### src/design/pcf_pkg.sv
// Package for the PNG chunk framer: job word layout, CRC-32 helpers and sizes.
// No dependencies; imported by every module of the framer.
`timescale 1ns / 1ps

package pcf_pkg;

    localparam logic [31:0] CRC_POLY    = 32'hEDB88320;
    localparam logic [31:0] CRC_PRESET  = 32'hFFFFFFFF;
    localparam int          QUEUE_DEPTH = 4;
    localparam int          STEP_W      = 4;

    localparam logic [STEP_W-1:0] STEP_BEGIN_LAST       = STEP_W'(7);
    localparam logic [STEP_W-1:0] STEP_BEGIN_CLOSE_LAST = STEP_W'(11);
    localparam logic [STEP_W-1:0] STEP_DATA_CLOSE_LAST  = STEP_W'(4);
    localparam logic [STEP_W-1:0] STEP_SINGLE_LAST      = STEP_W'(0);

    typedef enum logic [1:0] {
        KIND_BEGIN,
        KIND_DATA,
        KIND_STRAY
    } kind_t;

    typedef struct packed {
        kind_t       kind;
        logic        err;
        logic        close;
        logic [31:0] len_word;
        logic [31:0] type_word;
        logic [31:0] crc_out;
        logic [7:0]  data;
    } job_t;

    function automatic logic [31:0] crc_fold8(input logic [31:0] c_in, input logic [7:0] b);
        logic [31:0] c;
        c = c_in ^ {24'd0, b};
        for (int k = 0; k < 8; k++) begin
            c = (c >> 1) ^ (CRC_POLY & {32{c[0]}});
        end
        return c;
    endfunction

    function automatic logic [31:0] crc_fold32(input logic [31:0] c_in, input logic [31:0] w);
        logic [31:0] c;
        c = c_in;
        c = crc_fold8(c, w[31:24]);
        c = crc_fold8(c, w[23:16]);
        c = crc_fold8(c, w[15:8]);
        c = crc_fold8(c, w[7:0]);
        return c;
    endfunction

    function automatic logic [7:0] byte_of(input logic [31:0] w, input logic [1:0] idx);
        logic [7:0] b;
        case (idx)
            2'd3:    b = w[31:24];
            2'd2:    b = w[23:16];
            2'd1:    b = w[15:8];
            default: b = w[7:0];
        endcase
        return b;
    endfunction

endpackage

### src/design/pcf_front.sv
// Front end of the PNG chunk framer: classifies words, runs chunk state and CRC.
// Depends on pcf_pkg; feeds job words to pcf_queue.
`timescale 1ns / 1ps

module pcf_front
    import pcf_pkg::*;
(
    input  logic        clk,
    input  logic        rst_n,
    input  logic        accept,
    input  logic        req_type,
    input  logic [31:0] chunk_type,
    input  logic [30:0] chunk_length,
    input  logic [7:0]  data_byte,
    output job_t        job
);

    logic [31:0] crc_reg,  crc_next;
    logic [30:0] rem_reg,  rem_next;
    logic        open_reg, open_next;

    logic [31:0] crc_type;
    logic [31:0] crc_data;

    assign crc_type = crc_fold32(CRC_PRESET, chunk_type);
    assign crc_data = crc_fold8(crc_reg, data_byte);

    always_comb
    begin
        job           = '0;
        job.kind      = KIND_STRAY;
        job.len_word  = {1'b0, chunk_length};
        job.type_word = chunk_type;
        job.data      = data_byte;
        crc_next      = crc_reg;
        rem_next      = rem_reg;
        open_next     = open_reg;
        if (!req_type)
        begin
            job.kind    = KIND_BEGIN;
            job.err     = open_reg;
            job.close   = (chunk_length == '0);
            job.crc_out = ~crc_type;
            if (job.close)
            begin
                crc_next  = CRC_PRESET;
                rem_next  = '0;
                open_next = 1'b0;
            end
            else
            begin
                crc_next  = crc_type;
                rem_next  = chunk_length;
                open_next = 1'b1;
            end
        end
        else if (!open_reg)
        begin
            job.kind = KIND_STRAY;
            job.err  = 1'b1;
            job.data = '0;
        end
        else
        begin
            job.kind    = KIND_DATA;
            job.close   = (rem_reg == 31'd1);
            job.crc_out = ~crc_data;
            if (job.close)
            begin
                crc_next  = CRC_PRESET;
                rem_next  = '0;
                open_next = 1'b0;
            end
            else
            begin
                crc_next = crc_data;
                rem_next = rem_reg - 31'd1;
            end
        end
    end

    always_ff @(posedge clk or negedge rst_n)
    begin
        if (!rst_n)
        begin
            crc_reg  <= CRC_PRESET;
            rem_reg  <= '0;
            open_reg <= 1'b0;
        end
        else if (accept)
        begin
            crc_reg  <= crc_next;
            rem_reg  <= rem_next;
            open_reg <= open_next;
        end
    end

    a_closed_rem_zero: assert property (@(posedge clk) disable iff (!rst_n)
        !open_reg |-> (rem_reg == '0))
        else $error("closed chunk with bytes remaining");

    a_open_rem_nonzero: assert property (@(posedge clk) disable iff (!rst_n)
        open_reg |-> (rem_reg != '0))
        else $error("open chunk with no bytes remaining");

    a_closed_crc_preset: assert property (@(posedge clk) disable iff (!rst_n)
        !open_reg |-> (crc_reg == CRC_PRESET))
        else $error("CRC not preset while no chunk open");

endmodule

### src/design/pcf_queue.sv
// Job queue between front and back of the PNG chunk framer.
// Depends on pcf_pkg; register-based FIFO with head shown combinationally.
`timescale 1ns / 1ps

module pcf_queue
    import pcf_pkg::*;
#(
    parameter int DEPTH = QUEUE_DEPTH
)
(
    input  logic clk,
    input  logic rst_n,
    input  logic wr_en,
    input  job_t wr_job,
    input  logic rd_en,
    output job_t rd_job,
    output logic q_full,
    output logic q_empty
);

    localparam int PTR_W = (DEPTH > 1) ? $clog2(DEPTH) : 1;
    localparam int CNT_W = $clog2(DEPTH + 1);

    job_t             mem_reg [DEPTH];
    logic [PTR_W-1:0] wr_ptr_reg, wr_ptr_next;
    logic [PTR_W-1:0] rd_ptr_reg, rd_ptr_next;
    logic [CNT_W-1:0] cnt_reg,    cnt_next;

    assign q_full  = (cnt_reg == CNT_W'(DEPTH));
    assign q_empty = (cnt_reg == '0);
    assign rd_job  = mem_reg[rd_ptr_reg];

    always_comb
    begin
        wr_ptr_next = wr_ptr_reg;
        rd_ptr_next = rd_ptr_reg;
        cnt_next    = cnt_reg;
        if (wr_en)
            wr_ptr_next = (wr_ptr_reg == PTR_W'(DEPTH - 1)) ? '0 : wr_ptr_reg + PTR_W'(1);
        if (rd_en)
            rd_ptr_next = (rd_ptr_reg == PTR_W'(DEPTH - 1)) ? '0 : rd_ptr_reg + PTR_W'(1);
        if (wr_en && !rd_en)
            cnt_next = cnt_reg + CNT_W'(1);
        else if (rd_en && !wr_en)
            cnt_next = cnt_reg - CNT_W'(1);
    end

    always_ff @(posedge clk or negedge rst_n)
    begin
        if (!rst_n)
        begin
            wr_ptr_reg <= '0;
            rd_ptr_reg <= '0;
            cnt_reg    <= '0;
        end
        else
        begin
            wr_ptr_reg <= wr_ptr_next;
            rd_ptr_reg <= rd_ptr_next;
            cnt_reg    <= cnt_next;
        end
    end

    always_ff @(posedge clk)
    begin
        if (wr_en)
            mem_reg[wr_ptr_reg] <= wr_job;
    end

    a_no_overflow: assert property (@(posedge clk) disable iff (!rst_n)
        wr_en |-> !q_full)
        else $error("queue write while full");

    a_no_underflow: assert property (@(posedge clk) disable iff (!rst_n)
        rd_en |-> !q_empty)
        else $error("queue read while empty");

    a_count_range: assert property (@(posedge clk) disable iff (!rst_n)
        cnt_reg <= CNT_W'(DEPTH))
        else $error("queue count out of range");

endmodule

### src/design/pcf_back.sv
// Back end of the PNG chunk framer: steps through each job, one output byte per cycle
// when a job waits and output is free. Depends on pcf_pkg; reads jobs from pcf_queue, drives the output register.
`timescale 1ns / 1ps

module pcf_back
    import pcf_pkg::*;
(
    input  logic       clk,
    input  logic       rst_n,
    input  job_t       head,
    input  logic       q_empty,
    output logic       q_pop,
    input  logic       pop,
    output logic       empty,
    output logic [7:0] out_byte,
    output logic       chunk_end,
    output logic       run_last,
    output logic       protocol_error
);

    logic [STEP_W-1:0] step_reg, step_next;
    logic              valid_reg, valid_next;
    logic [7:0]        byte_reg;
    logic              end_reg;
    logic              last_reg;
    logic              err_reg;

    logic [STEP_W-1:0] last_step;
    logic              is_last;
    logic              emit_go;
    logic [7:0]        cur_byte;

    always_comb
    begin
        case (head.kind)
            KIND_BEGIN: last_step = head.close ? STEP_BEGIN_CLOSE_LAST : STEP_BEGIN_LAST;
            KIND_DATA:  last_step = head.close ? STEP_DATA_CLOSE_LAST : STEP_SINGLE_LAST;
            default:    last_step = STEP_SINGLE_LAST;
        endcase
    end

    always_comb
    begin
        case (head.kind)
            KIND_BEGIN:
            begin
                if (step_reg < STEP_W'(4))
                    cur_byte = byte_of(head.len_word, 2'(STEP_W'(3) - step_reg));
                else if (step_reg < STEP_W'(8))
                    cur_byte = byte_of(head.type_word, 2'(STEP_W'(7) - step_reg));
                else
                    cur_byte = byte_of(head.crc_out, 2'(STEP_W'(11) - step_reg));
            end
            KIND_DATA:
            begin
                if (step_reg == '0)
                    cur_byte = head.data;
                else
                    cur_byte = byte_of(head.crc_out, 2'(STEP_W'(4) - step_reg));
            end
            default: cur_byte = '0;
        endcase
    end

    assign is_last = (step_reg == last_step);
    assign emit_go = !q_empty && (!valid_reg || pop);
    assign q_pop   = emit_go && is_last;

    always_comb
    begin
        step_next  = step_reg;
        valid_next = valid_reg;
        if (emit_go)
        begin
            step_next  = is_last ? '0 : step_reg + STEP_W'(1);
            valid_next = 1'b1;
        end
        else if (pop && valid_reg)
            valid_next = 1'b0;
    end

    always_ff @(posedge clk or negedge rst_n)
    begin
        if (!rst_n)
        begin
            step_reg  <= '0;
            valid_reg <= 1'b0;
        end
        else
        begin
            step_reg  <= step_next;
            valid_reg <= valid_next;
        end
    end

    always_ff @(posedge clk)
    begin
        if (emit_go)
        begin
            byte_reg <= cur_byte;
            end_reg  <= is_last && head.close;
            last_reg <= is_last;
            err_reg  <= head.err;
        end
    end

    assign empty          = !valid_reg;
    assign out_byte       = byte_reg;
    assign chunk_end      = end_reg;
    assign run_last       = last_reg;
    assign protocol_error = err_reg;

    a_step_range: assert property (@(posedge clk) disable iff (!rst_n)
        step_reg <= STEP_BEGIN_CLOSE_LAST)
        else $error("step counter out of range");

    a_step_has_job: assert property (@(posedge clk) disable iff (!rst_n)
        (step_reg != '0) |-> !q_empty)
        else $error("mid-job step with empty queue");

    a_end_is_last: assert property (@(posedge clk) disable iff (!rst_n)
        (valid_reg && end_reg) |-> last_reg)
        else $error("chunk end not on last word of item");

endmodule

### src/design/png_chunk_framer_crc32_top.sv
// Top level of the PNG chunk framer with CRC-32.
// Depends on pcf_pkg, pcf_front, pcf_queue, pcf_back.
//
//  channel  | handshake        | fields
//  ---------+------------------+-----------------------------------------------
//  input    | push / full      | req_type, chunk_type, chunk_length, data_byte
//  result   | pop / empty      | out_byte, chunk_end, run_last, protocol_error
//
// One input word is taken per cycle while the job queue has room.
// The back end emits one result word per cycle while jobs wait and pop allows: a begin gives 8 words (12 for an
// empty chunk), a data byte 1 (5 when it closes the chunk), a stray byte 1.
// An accepted word enters the job queue; its first result is then loaded into the output register.
// Reset clears chunk state, the job queue and the output valid flag at once; output data is not reset.
// A stalled result side fills the queue; full rises once QDEPTH jobs wait in it.
`timescale 1ns / 1ps

module png_chunk_framer_crc32_top
    import pcf_pkg::*;
#(
    parameter int QDEPTH = QUEUE_DEPTH
)
(
    input  logic        clk,
    input  logic        rst_n,
    input  logic        push,
    output logic        full,
    input  logic        req_type,
    input  logic [31:0] chunk_type,
    input  logic [30:0] chunk_length,
    input  logic [7:0]  data_byte,
    input  logic        pop,
    output logic        empty,
    output logic [7:0]  out_byte,
    output logic        chunk_end,
    output logic        run_last,
    output logic        protocol_error
);

    logic accept;
    job_t front_job;
    job_t head_job;
    logic q_pop;
    logic q_empty;

    assign accept = push && !full;

    pcf_front u_front (
        .clk          (clk),
        .rst_n        (rst_n),
        .accept       (accept),
        .req_type     (req_type),
        .chunk_type   (chunk_type),
        .chunk_length (chunk_length),
        .data_byte    (data_byte),
        .job          (front_job)
    );

    pcf_queue #(
        .DEPTH (QDEPTH)
    ) u_queue (
        .clk     (clk),
        .rst_n   (rst_n),
        .wr_en   (accept),
        .wr_job  (front_job),
        .rd_en   (q_pop),
        .rd_job  (head_job),
        .q_full  (full),
        .q_empty (q_empty)
    );

    pcf_back u_back (
        .clk            (clk),
        .rst_n          (rst_n),
        .head           (head_job),
        .q_empty        (q_empty),
        .q_pop          (q_pop),
        .pop            (pop),
        .empty          (empty),
        .out_byte       (out_byte),
        .chunk_end      (chunk_end),
        .run_last       (run_last),
        .protocol_error (protocol_error)
    );

endmodule

### config.mk
export PLATFORM = sky130hd
export DESIGN_NAME = png_chunk_framer_crc32_top
export DESIGN_NICKNAME = d
export VERILOG_FILES = /design/src/design/pcf_pkg.sv /design/src/design/pcf_front.sv /design/src/design/pcf_queue.sv /design/src/design/pcf_back.sv /design/src/design/png_chunk_framer_crc32_top.sv
export SDC_FILE = /design/constraint.sdc
export NUM_CORES = 1
export LEC_CHECK = 0
export BUFFER_PORTS_ARGS = -buffer_cell sky130_fd_sc_hd__buf_2
export CAP_MARGIN = 20
export CELL_PAD_IN_SITES_DETAIL_PLACEMENT = 1
export CELL_PAD_IN_SITES_GLOBAL_PLACEMENT = 1
export CORE_ASPECT_RATIO = 0.7
export CORE_UTILIZATION = 50
export CTS_BUF_LIST = sky130_fd_sc_hd__clkbuf_8
export DETAILED_ROUTE_END_ITERATION = 6
export PLACE_DENSITY_LB_ADDON = 0.1
export SETUP_SLACK_MARGIN = 0.15
export SLEW_MARGIN = 5
export SYNTH_ARGS = -nofsm -noshare
export SYNTH_HDL_FRONTEND = slang
export SYNTH_HIERARCHICAL = 1
export SYNTH_SLANG_ARGS = --single-unit
### constraint.sdc
create_clock -name clk -period 7.9 [get_ports clk]
set_input_delay 1.185 -clock clk [delete_from_list [all_inputs] [get_ports clk]]
set_output_delay 1.185 -clock clk [all_outputs]
set_load 0.02 [all_outputs]
==> results.tsv, run 1 <==
stage	metric	value	unit
synthesis	synth.area.top_cells	edfxtp_1 (52%), mux4_2 (9.5%), xnor2_1 (7.1%)	
timing	drv_slew	0	
drt	wl_per_cell	29.3	um
synthesis	async_reset_ff_frac	0.146	
setup_path	crit_arrival	4.60	ns
drt	ant_nets	0	
timing	timing.fmax	239	MHz
timing	fin_skew	0.0543	ns
floorplan	ioPinCount	89	
synthesis	synth_top_area_frac	0.518	
timing	hold_ws	0.320	ns
cts	cts_buffers	82	
floorplan	start_util	0.507	
run	drv_cap	0	
synthesis	yosysWarnings	6	
finish	final_common_cell	edfxtp_1	
synthesis	yosysSeqAreaShare	0.594	
synthesis	ys_ff_latch	519	
finish	regArea	15300	um^2
synthesis	synth-main-ff-cell	edfxtp_1	
timing	setup_viol	0	
timing	finalCriticalPeriod	4.19	ns
cts	clock_path_buffers	3	
floorplan	rows	69	
floorplan	core_area	50700	um^2
cts	htree_levels	3	
finish	nNetsFinal	1793	
cts	worstSkewPairLatency	0.70	ns
timing	period_share	0.530	
setup_path	worst_path_largest_cell_delay	0.57	ns
place	dp_hpwl	47400	um
timing	tns	0	ns
finish	final_cell_mix	edfxtp_1 (443), xnor2_1 (208), mux4_2 (108), clkbuf_8 (92)	
drt	wl	71700	um
drt	vias_per_cell	6.10	
finish	layout-drive-gt1-share	0.248	
setup_path	critPathMaxFanout	14	
synthesis	netlist_area	25700	um^2
drt	drt_iter0_markers	1732	
synthesis	postSynthAreaPerCell	15.5	um^2
setup_path	cp_top_family	XOR/XNOR gates	
grt	grt_max_degree	110	
setup_path	crit_slowest_cell	o22ai_1	
grt	grt_overflow	0	
timing	max_slew.worst_pin.slew	1.11	ns
setup_path	crit_type	in2reg	
finish	multi_input_area	9330	um^2
cts	cts_setup_buffers	0	
grt	grt_pass1_wl	104000	um
synthesis	ys_types	70	
drt	vias	14900	
cts	cts_tree	built	
timing	rsz0062_at_grt	false	
floorplan	die_area	52300	um^2
setup_path	end_kind	flop	
grt	antenna_found_initial	5	
cts	root_buffer	clkbuf_8	
synthesis	synth_top_cell_by_area	edfxtp_1	
worst_hold_path	hold_class	in2async	
setup_path	required	8.31	ns
cts	post_cts_hold_buffer_count	0	
drt	drc	0	
setup_path	path_buf_inv	1	
setup_path	start_kind	input port	
setup_path	crit_chain	buf_2 -> xnor3_1 -> xnor2_1 -> xnor2_1 -> xnor2_4 -> xor2_2 -> xor2_2 -> xor2_1 -> o22ai_1	
synthesis	synthesis.nets	1749	
timing	fin_ws	3.71	ns
finish	largest_reg_flops	432	
cts	cts.sinks	519	
status	status	finished, final reports clean	
place	dp_slack	3.09	ns
timing	hold_violations	0	
finish	fillers	4721	
synthesis	synth_edf_count	443	
place	globalplace.congestion	0.896	
drt	firstDrtPassIters	6	
finish	area_delta_synth_final	8.34	%
floorplan	die_h	192	um
grt	grt_usage	0.279	
place	port_buffers	88	
timing	slew_headroom	0.257	
grt	grt_pass1_vias	15000	
floorplan	die_w	273	um
synthesis	post_synth_inst_count	1656	
cts	clk_pin_slew_worst_paths	0.06	ns
cts	postCtsResizedCells	0	
## through the flow
stage / util / instance area, um^2 / instances
after detailed placement: 0.516 / 26100 / 2289
after floorplan: - / 25700 / 1656
after global placement: 0.516 / 26100 / 2289
after global routing: 0.549 / 27800 / 2439
final: 0.549 / 27800 / 2443
after CTS: 0.548 / 27800 / 2438
## logic make-up (layout without fill, tap and decap cells)
logic type	count (synthesis)	after routing	share of synthesized area
flops	519	519	0.594
xor+xnor	325	325	0.141
compound gates	301	301	0.0741
simple gates	199	199	0.0374
buf+inv	171	280	0.0439
mux	123	123	0.101
fa+ha+maj	17	17	0.00858
other cells	1	5	0.000146
## cells in the mapped netlist, drive strengths merged, types with 8 or more instances
library cell / instances
nor3: 21
a222oi: 20
dfrtp: 44
xnor3: 28
a211oi: 12
inv: 17
o21ai: 103
nor4: 11
clkbuf: 43
o22ai: 68
buf: 109
a22oi: 18
mux4: 108
xor2: 67
ha: 16
nor2: 48
a32oi: 9
nand3: 9
xnor2: 225
mux2: 8
and2: 15
dfstp: 32
a21oi: 45
nand2: 64
edfxtp: 443
## layer usage
layer,track usage,vias to the layer above,routed length (um)
li1,-,6391,-
met1,0.451,7803,34400
met2,0.357,619,28700
met3,0.0858,87,7370
met4,0.0650,0,1160
met5,0,-,0
## cell type report
| type | instances | share of cell area |
|---|---|---|
| Antenna cell | 4 | 0.000360 |
| Inverter | 17 | 0.00229 |
| Clock buffer | 92 | 0.0455 |
| Multi-Input combinational cell | 966 | 0.336 |
| Timing Repair Buffer | 114 | 0.0241 |
| Tap cell | 674 | 0.0303 |
| Clock inverter | 57 | 0.0134 |
| Sequential cell | 519 | 0.548 |
## worst paths after layout
| check | slack, ns | start | to | cells past startpoint |
|---|---|---|---|---|
| worst min-delay path | 0.32 | rst_n | u_back/step_reg[1] | 1 |
| worst max-delay path | 3.71 | chunk_type[27] | u_queue/mem_reg[0][34] | 9 |
| max in group asynchronous | 6.29 | rst_n | u_front/rem_reg[29] | 2 |
| worst min register to register | 0.47 | u_front/crc_reg[25] | u_front/crc_reg[25] | 2 |
| min in group clk | 0.47 | u_front/crc_reg[25] | u_front/crc_reg[25] | 2 |
| worst max register to register | 4.01 | u_queue/rd_ptr_reg[0] | u_back/out_byte[4] | 7 |
Power of run 1 is not shown: default switching activity piles up to over one toggle a cycle in this logic, so the estimate is an artifact.
==> run 2, diff against run 1 <==
Clock period 7.9 ns to 3.36 ns, I/O delays scaled along.
==> run 2 against run 1 <==
  * Global-route usage grew 1.7 points
  * Flip-flop and latch count is the same
  * Clock skew shrank 0.023 ns
  * Final cell count grew 9.1%
  * Non-clock buffer count grew 225
  * Critical endpoint is now u_queue/mem_reg[0][23]
==> results.tsv, run 2 (synthesis results as in run 1) <==
stage	metric	value	unit
setup_path	end_kind	flop	
place	dp_hpwl	53500	um
finish	final_cell_mix	edfxtp_1 (443), buf_4 (227), xnor2_1 (199), mux4_2 (108)	
finish	layout-drive-gt1-share	0.335	
cts	htree_levels	3	
timing	max_slew.worst_pin.slew	0.956	ns
setup_path	r2r_start	u_queue/rd_ptr_reg[0]	
grt	grt_overflow	0	
floorplan	rows	69	
timing	fin_skew	0.0314	ns
drt	ant_nets	0	
grt	grt_pass1_wl	110000	um
cts	root_buffer	clkbuf_8	
cts	cts.sinks	519	
drt	vias	15700	
finish	largest_reg_flops	432	
floorplan	ioPinCount	89	
cts	worstSkewPairLatency	0.68	ns
finish	area_delta_synth_final	16.0	%
timing	timing.fmax	320	MHz
timing	finalCriticalPeriod	3.12	ns
worst_hold_path	holdPathStages	1	
floorplan	core_area	50700	um^2
worst_hold_path	hold_class	in2reg	
floorplan	start_util	0.507	
setup_path	crit_arrival	3.52	ns
place	port_buffers	88	
finish	fin_cells	2665	
grt	antenna_found_initial	2	
drt	wl_per_cell	28.4	um
finish	fillers	4799	
grt	grt_max_degree	109	
finish	fin_util	0.587	
place	globalplace.congestion	0.867	
floorplan	die_area	52300	um^2
timing	hold_violations	0	
setup_path	required	3.76	ns
timing	setup_viol	0	
finish	final_area	29800	um^2
drt	drt_iter0_markers	1800	
timing	drv_slew	0	
drt	wl	75700	um
timing	rsz0062_at_grt	true	
setup_path	rr_worst_depth	9	
place	dp_cells	2510	
finish	nNetsFinal	2016	
finish	final_common_cell	edfxtp_1	
setup_path	start_kind	input port	
timing	slew_headroom	0.363	
floorplan	die_h	192	um
run	drv_cap	0	
status	status	finished, final reports clean	
cts	clk_pin_slew_worst_paths	0.06	ns
worst_hold_path	hold_end	u_queue/mem_reg[1][53]	
drt	firstDrtPassIters	6	
drt	vias_per_cell	5.88	
setup_path	r2r-end	u_back/out_byte[2]	
setup_path	r2r_slack	0.25	ns
place	placed_area	28200	um^2
timing	hold_ws	0.0921	ns
floorplan	die_w	273	um
setup_path	critPathMaxFanout	9	
cts	cts_tree	built	
timing	period_share	0.929	
grt	grt_usage	0.296	
cts	cts_buffers	80	
drt	drc	0	
cts	clock_path_buffers	3	
setup_path	crit_type	in2reg	
worst_hold_path	hp-start	chunk_type[13]	
grt	grt_pass1_vias	16100	
==> run 2: per-layer routing <==
metal,up-vias,wire length [um],GRT usage
li1,6844,-,-
met1,8161,35700,0.464
met2,590,31100,0.397
met3,68,7960,0.0980
met4,2,885,0.0540
met5,-,85,0.0141
==> run 2: worst max-delay path by stage <==
stage                                        end  slack [ns]  cells after the start                   from
after floorplan           u_queue/mem_reg[0][13]         0.1                      9         chunk_type[26]
after global placement    u_queue/mem_reg[0][23]       -0.38                     10         chunk_type[31]
after detailed placement  u_queue/mem_reg[3][23]       -0.37                     10         chunk_type[31]
after CTS                     u_queue/cnt_reg[1]        0.15                     10  u_queue/rd_ptr_reg[0]
after global routing          u_back/out_byte[4]        0.08                      9  u_queue/rd_ptr_reg[0]
final                     u_queue/mem_reg[0][23]        0.24                     10         chunk_type[31]
==> run 2: metrics by stage <==
stage / TNS, ns / worst slack (ns)
floorplan: 0 / 0.0979
CTS: 0 / 0.152
detailed placement: -24.74 / -0.373
global route: 0 / 0.0813
finish: 0 / 0.238
global placement: -20.04 / -0.381
==> run 2: repair_timing <==
action | in CTS | in global routing
hold buffers | 1 | 0
hold endpoints to repair | 44 | 0
setup endpoints to repair | 2 | 6
setup buffers | 2 | 2
gates resized for setup | 1 | 5
==> run 2: final cells by class <==
type | instances | area, um^2 | area share
diodes | 3 | 7.51 | 0.000252
clock buffers | 87 | 1200 | 0.0402
clock inverters | 60 | 289 | 0.00971
inverters | 17 | 63.8 | 0.00214
multi-input cells | 966 | 9470 | 0.318
flip-flops and latches | 519 | 15300 | 0.512
well taps | 674 | 843 | 0.0283
repair buffers | 339 | 2640 | 0.0886
==> run 2: critical path, cell delays in order <==
cell and delay [ns]:
buf_2 0.27, buf_12 0.17, xnor2_1 0.09, buf_4 0.15, xnor2_1 0.43, xor2_1 0.26
xnor3_4 0.44, xor2_4 0.28, xnor3_1 0.48, o22ai_1 0.42
Power of run 2 is left out for the same reason.
==> run 3, diff against run 2 <==
--- a/config.mk
+++ b/config.mk
@@ -13,3 +13,3 @@
 export CORE_UTILIZATION = 50
-export CTS_BUF_LIST = sky130_fd_sc_hd__clkbuf_8
+export CTS_BUF_LIST = sky130_fd_sc_hd__clkbuf_4
 export DETAILED_ROUTE_END_ITERATION = 6
--- a/constraint.sdc
+++ b/constraint.sdc
@@ -3,2 +3,2 @@
 set_output_delay 0.504 -clock clk [all_outputs]
-set_load 0.02 [all_outputs]
+set_load 0.005 [all_outputs]
==> run 3 against run 2 <==
  * Global-route usage rose by 1.0 points
  * Flip-flop and latch count is the same
  * Sequential share of layout area shrank 1.6 points
  * Clock-buffer cell count rose by 112
  * Die area did not move
  * Maximum frequency shrank 3.3%
  * Via count rose by 5.8%
  * Final cell count rose by 5.5%
  * Hold slack got worse by 0.012 ns
  * Largest cell class unchanged
==> results.tsv, run 3 (synthesis results as in run 1) <==
stage	metric	value	unit
setup_path	start_kind	input port	
status	status	finished, final reports clean	
cts	cts_buffers	131	
timing	fin_skew	0.0624	ns
finish	fin_util	0.607	
cts	cts.sinks	519	
timing	rsz0062_at_grt	true	
setup_path	crit_arrival	3.79	ns
drt	firstDrtPassIters	5	
floorplan	core_area	50700	um^2
drt	wl	78500	um
finish	area_delta_synth_final	19.8	%
place	globalplace.congestion	0.867	
timing	timing.fmax	310	MHz
setup_path	required	3.92	ns
timing	finalCriticalPeriod	3.23	ns
worst_hold_path	holdPathStages	2	
run	drv_cap	0	
cts	cts_tree	built	
cts	worstSkewPairLatency	0.87	ns
timing	hold_violations	0	
grt	grt_overflow	0	
drt	vias	16600	
floorplan	start_util	0.507	
worst_hold_path	hold_class	in2reg	
floorplan	die_area	52300	um^2
setup_path	crit_type	in2reg	
drt	drc	0	
timing	drv_slew	0	
drt	ant_nets	0	
finish	fillers	4844	
setup_path	crit_slowest_cell	dlygate4sd3_1	
finish	final_cell_mix	edfxtp_1 (443), buf_4 (233), clkbuf_4 (199), xnor2_1 (192), mux4_2 (108)	
floorplan	die_h	192	um
grt	antenna_found_initial	8	
cts	htree_levels	4	
timing	period_share	0.961	
setup_path	rr_worst_depth	9	
setup_path	worst_path_largest_cell_delay	0.52	ns
timing	setup_viol	0	
timing	slew_headroom	0.357	
finish	layout-drive-gt1-share	0.374	
finish	final_common_cell	edfxtp_1	
place	port_buffers	88	
cts	clock_path_buffers	3	
drt	drt_iter0_markers	1862	
setup_path	critPathMaxFanout	4	
setup_path	end_kind	flop	
grt	grt_pass1_wl	114000	um
grt	grt_max_degree	109	
floorplan	rows	69	
cts	clk_pin_slew_worst_paths	0.08	ns
grt	grt_usage	0.307	
finish	nNetsFinal	2129	
place	dp_hpwl	53500	um
floorplan	die_w	273	um
grt	grt_pass1_vias	17000	
cts	root_buffer	clkbuf_4	
finish	largest_reg_flops	432	
timing	max_slew.worst_pin.slew	0.965	ns
drt	wl_per_cell	27.9	um
setup_path	crit_chain	dlygate4sd3_1 -> buf_2 -> xnor3_2 -> buf_4 -> xnor2_2 -> xnor3_2 -> xnor2_4 -> buf_6 -> xor2_4 -> xor3_2 -> xnor2_2 -> o22ai_1 -> buf_4	
floorplan	ioPinCount	89	
drt	vias_per_cell	5.90	
[run 3: cell types whose count changed in the layout (fill, tap and decap cells not counted), sizes merged, moves of 3 or more]
cell and delta:
buf +7, clkinv -10, inv -28, clkinvlp +5, clkbuf +112, bufinv +3
dlygate4sd3 +54
[run 3: area by class of cell]
class,count,area (um^2),area share
well taps,674,843,0.0274
flip-flops and latches,519,15300,0.496
clock buffers,199,1490,0.0486
inverters,17,63.8,0.00208
clock inverters,30,223,0.00724
repair buffers,401,3260,0.106
diodes,5,12.5,0.000407
multi-input cells,966,9600,0.312
[run 3: critical path: cells and delay by family]
kind / cells / cell delay [ns]
AOI/OAI and AO/OA: 1 / 0.12
xor gates and xnor gates: 7 / 1.95
buffers and inverters: 5 / 1.22
[run 3: final timing paths]
path | startpoint | end | slack, ns
min in group asynchronous | rst_n | u_back/step_reg[0] | 0.30
hold / removal | data_byte[1] | u_queue/mem_reg[2][1] | 0.08
setup reg to reg | u_queue/rd_ptr_reg[0] | u_back/out_byte[2] | 0.23
setup / recovery | chunk_type[10] | u_queue/mem_reg[1][35] | 0.13
max in group asynchronous | rst_n | u_front/crc_reg[20] | 2.03
hold reg to reg | u_front/crc_reg[29] | u_front/crc_reg[29] | 0.47
[run 3: what timing repair did]
item	in CTS	in global routing
gates resized for setup	1	30
buffers inserted	3	8
endpoints found under the setup margin	2	39
pin swaps	0	14
hold buffers	56	0
hold endpoints to repair	257	0
cloned	0	0
[run 3: routing by layer]
layer / global-route usage / up-vias / share of wire
li1: - / 7146 / -
met1: 0.474 / 8536 / 0.46
met2: 0.416 / 793 / 0.42
met3: 0.0973 / 96 / 0.11
met4: 0.0720 / 2 / 0.019
met5: 0 / - / 0.00017
[run 3: stage by stage]
stage / cells / setup TNS [ns] / setup WS [ns] / instance area, um^2 / hold slack (ns)
2_1_floorplan: 1656 / 0 / 0.0979 / 25800 / 0.208
3_3_place_gp: 2510 / -20.04 / -0.381 / 28200 / 0.459
3_5_place_dp: 2510 / -24.74 / -0.373 / 28200 / 0.467
4_1_cts: 2798 / 0 / 0.167 / 30500 / 0.00422
5_1_grt: 2810 / 0 / 0.0892 / 30700 / 0.0260
6_report: 2811 / 0 / 0.131 / 30700 / 0.0796
Power of run 3 is left out for the same reason.
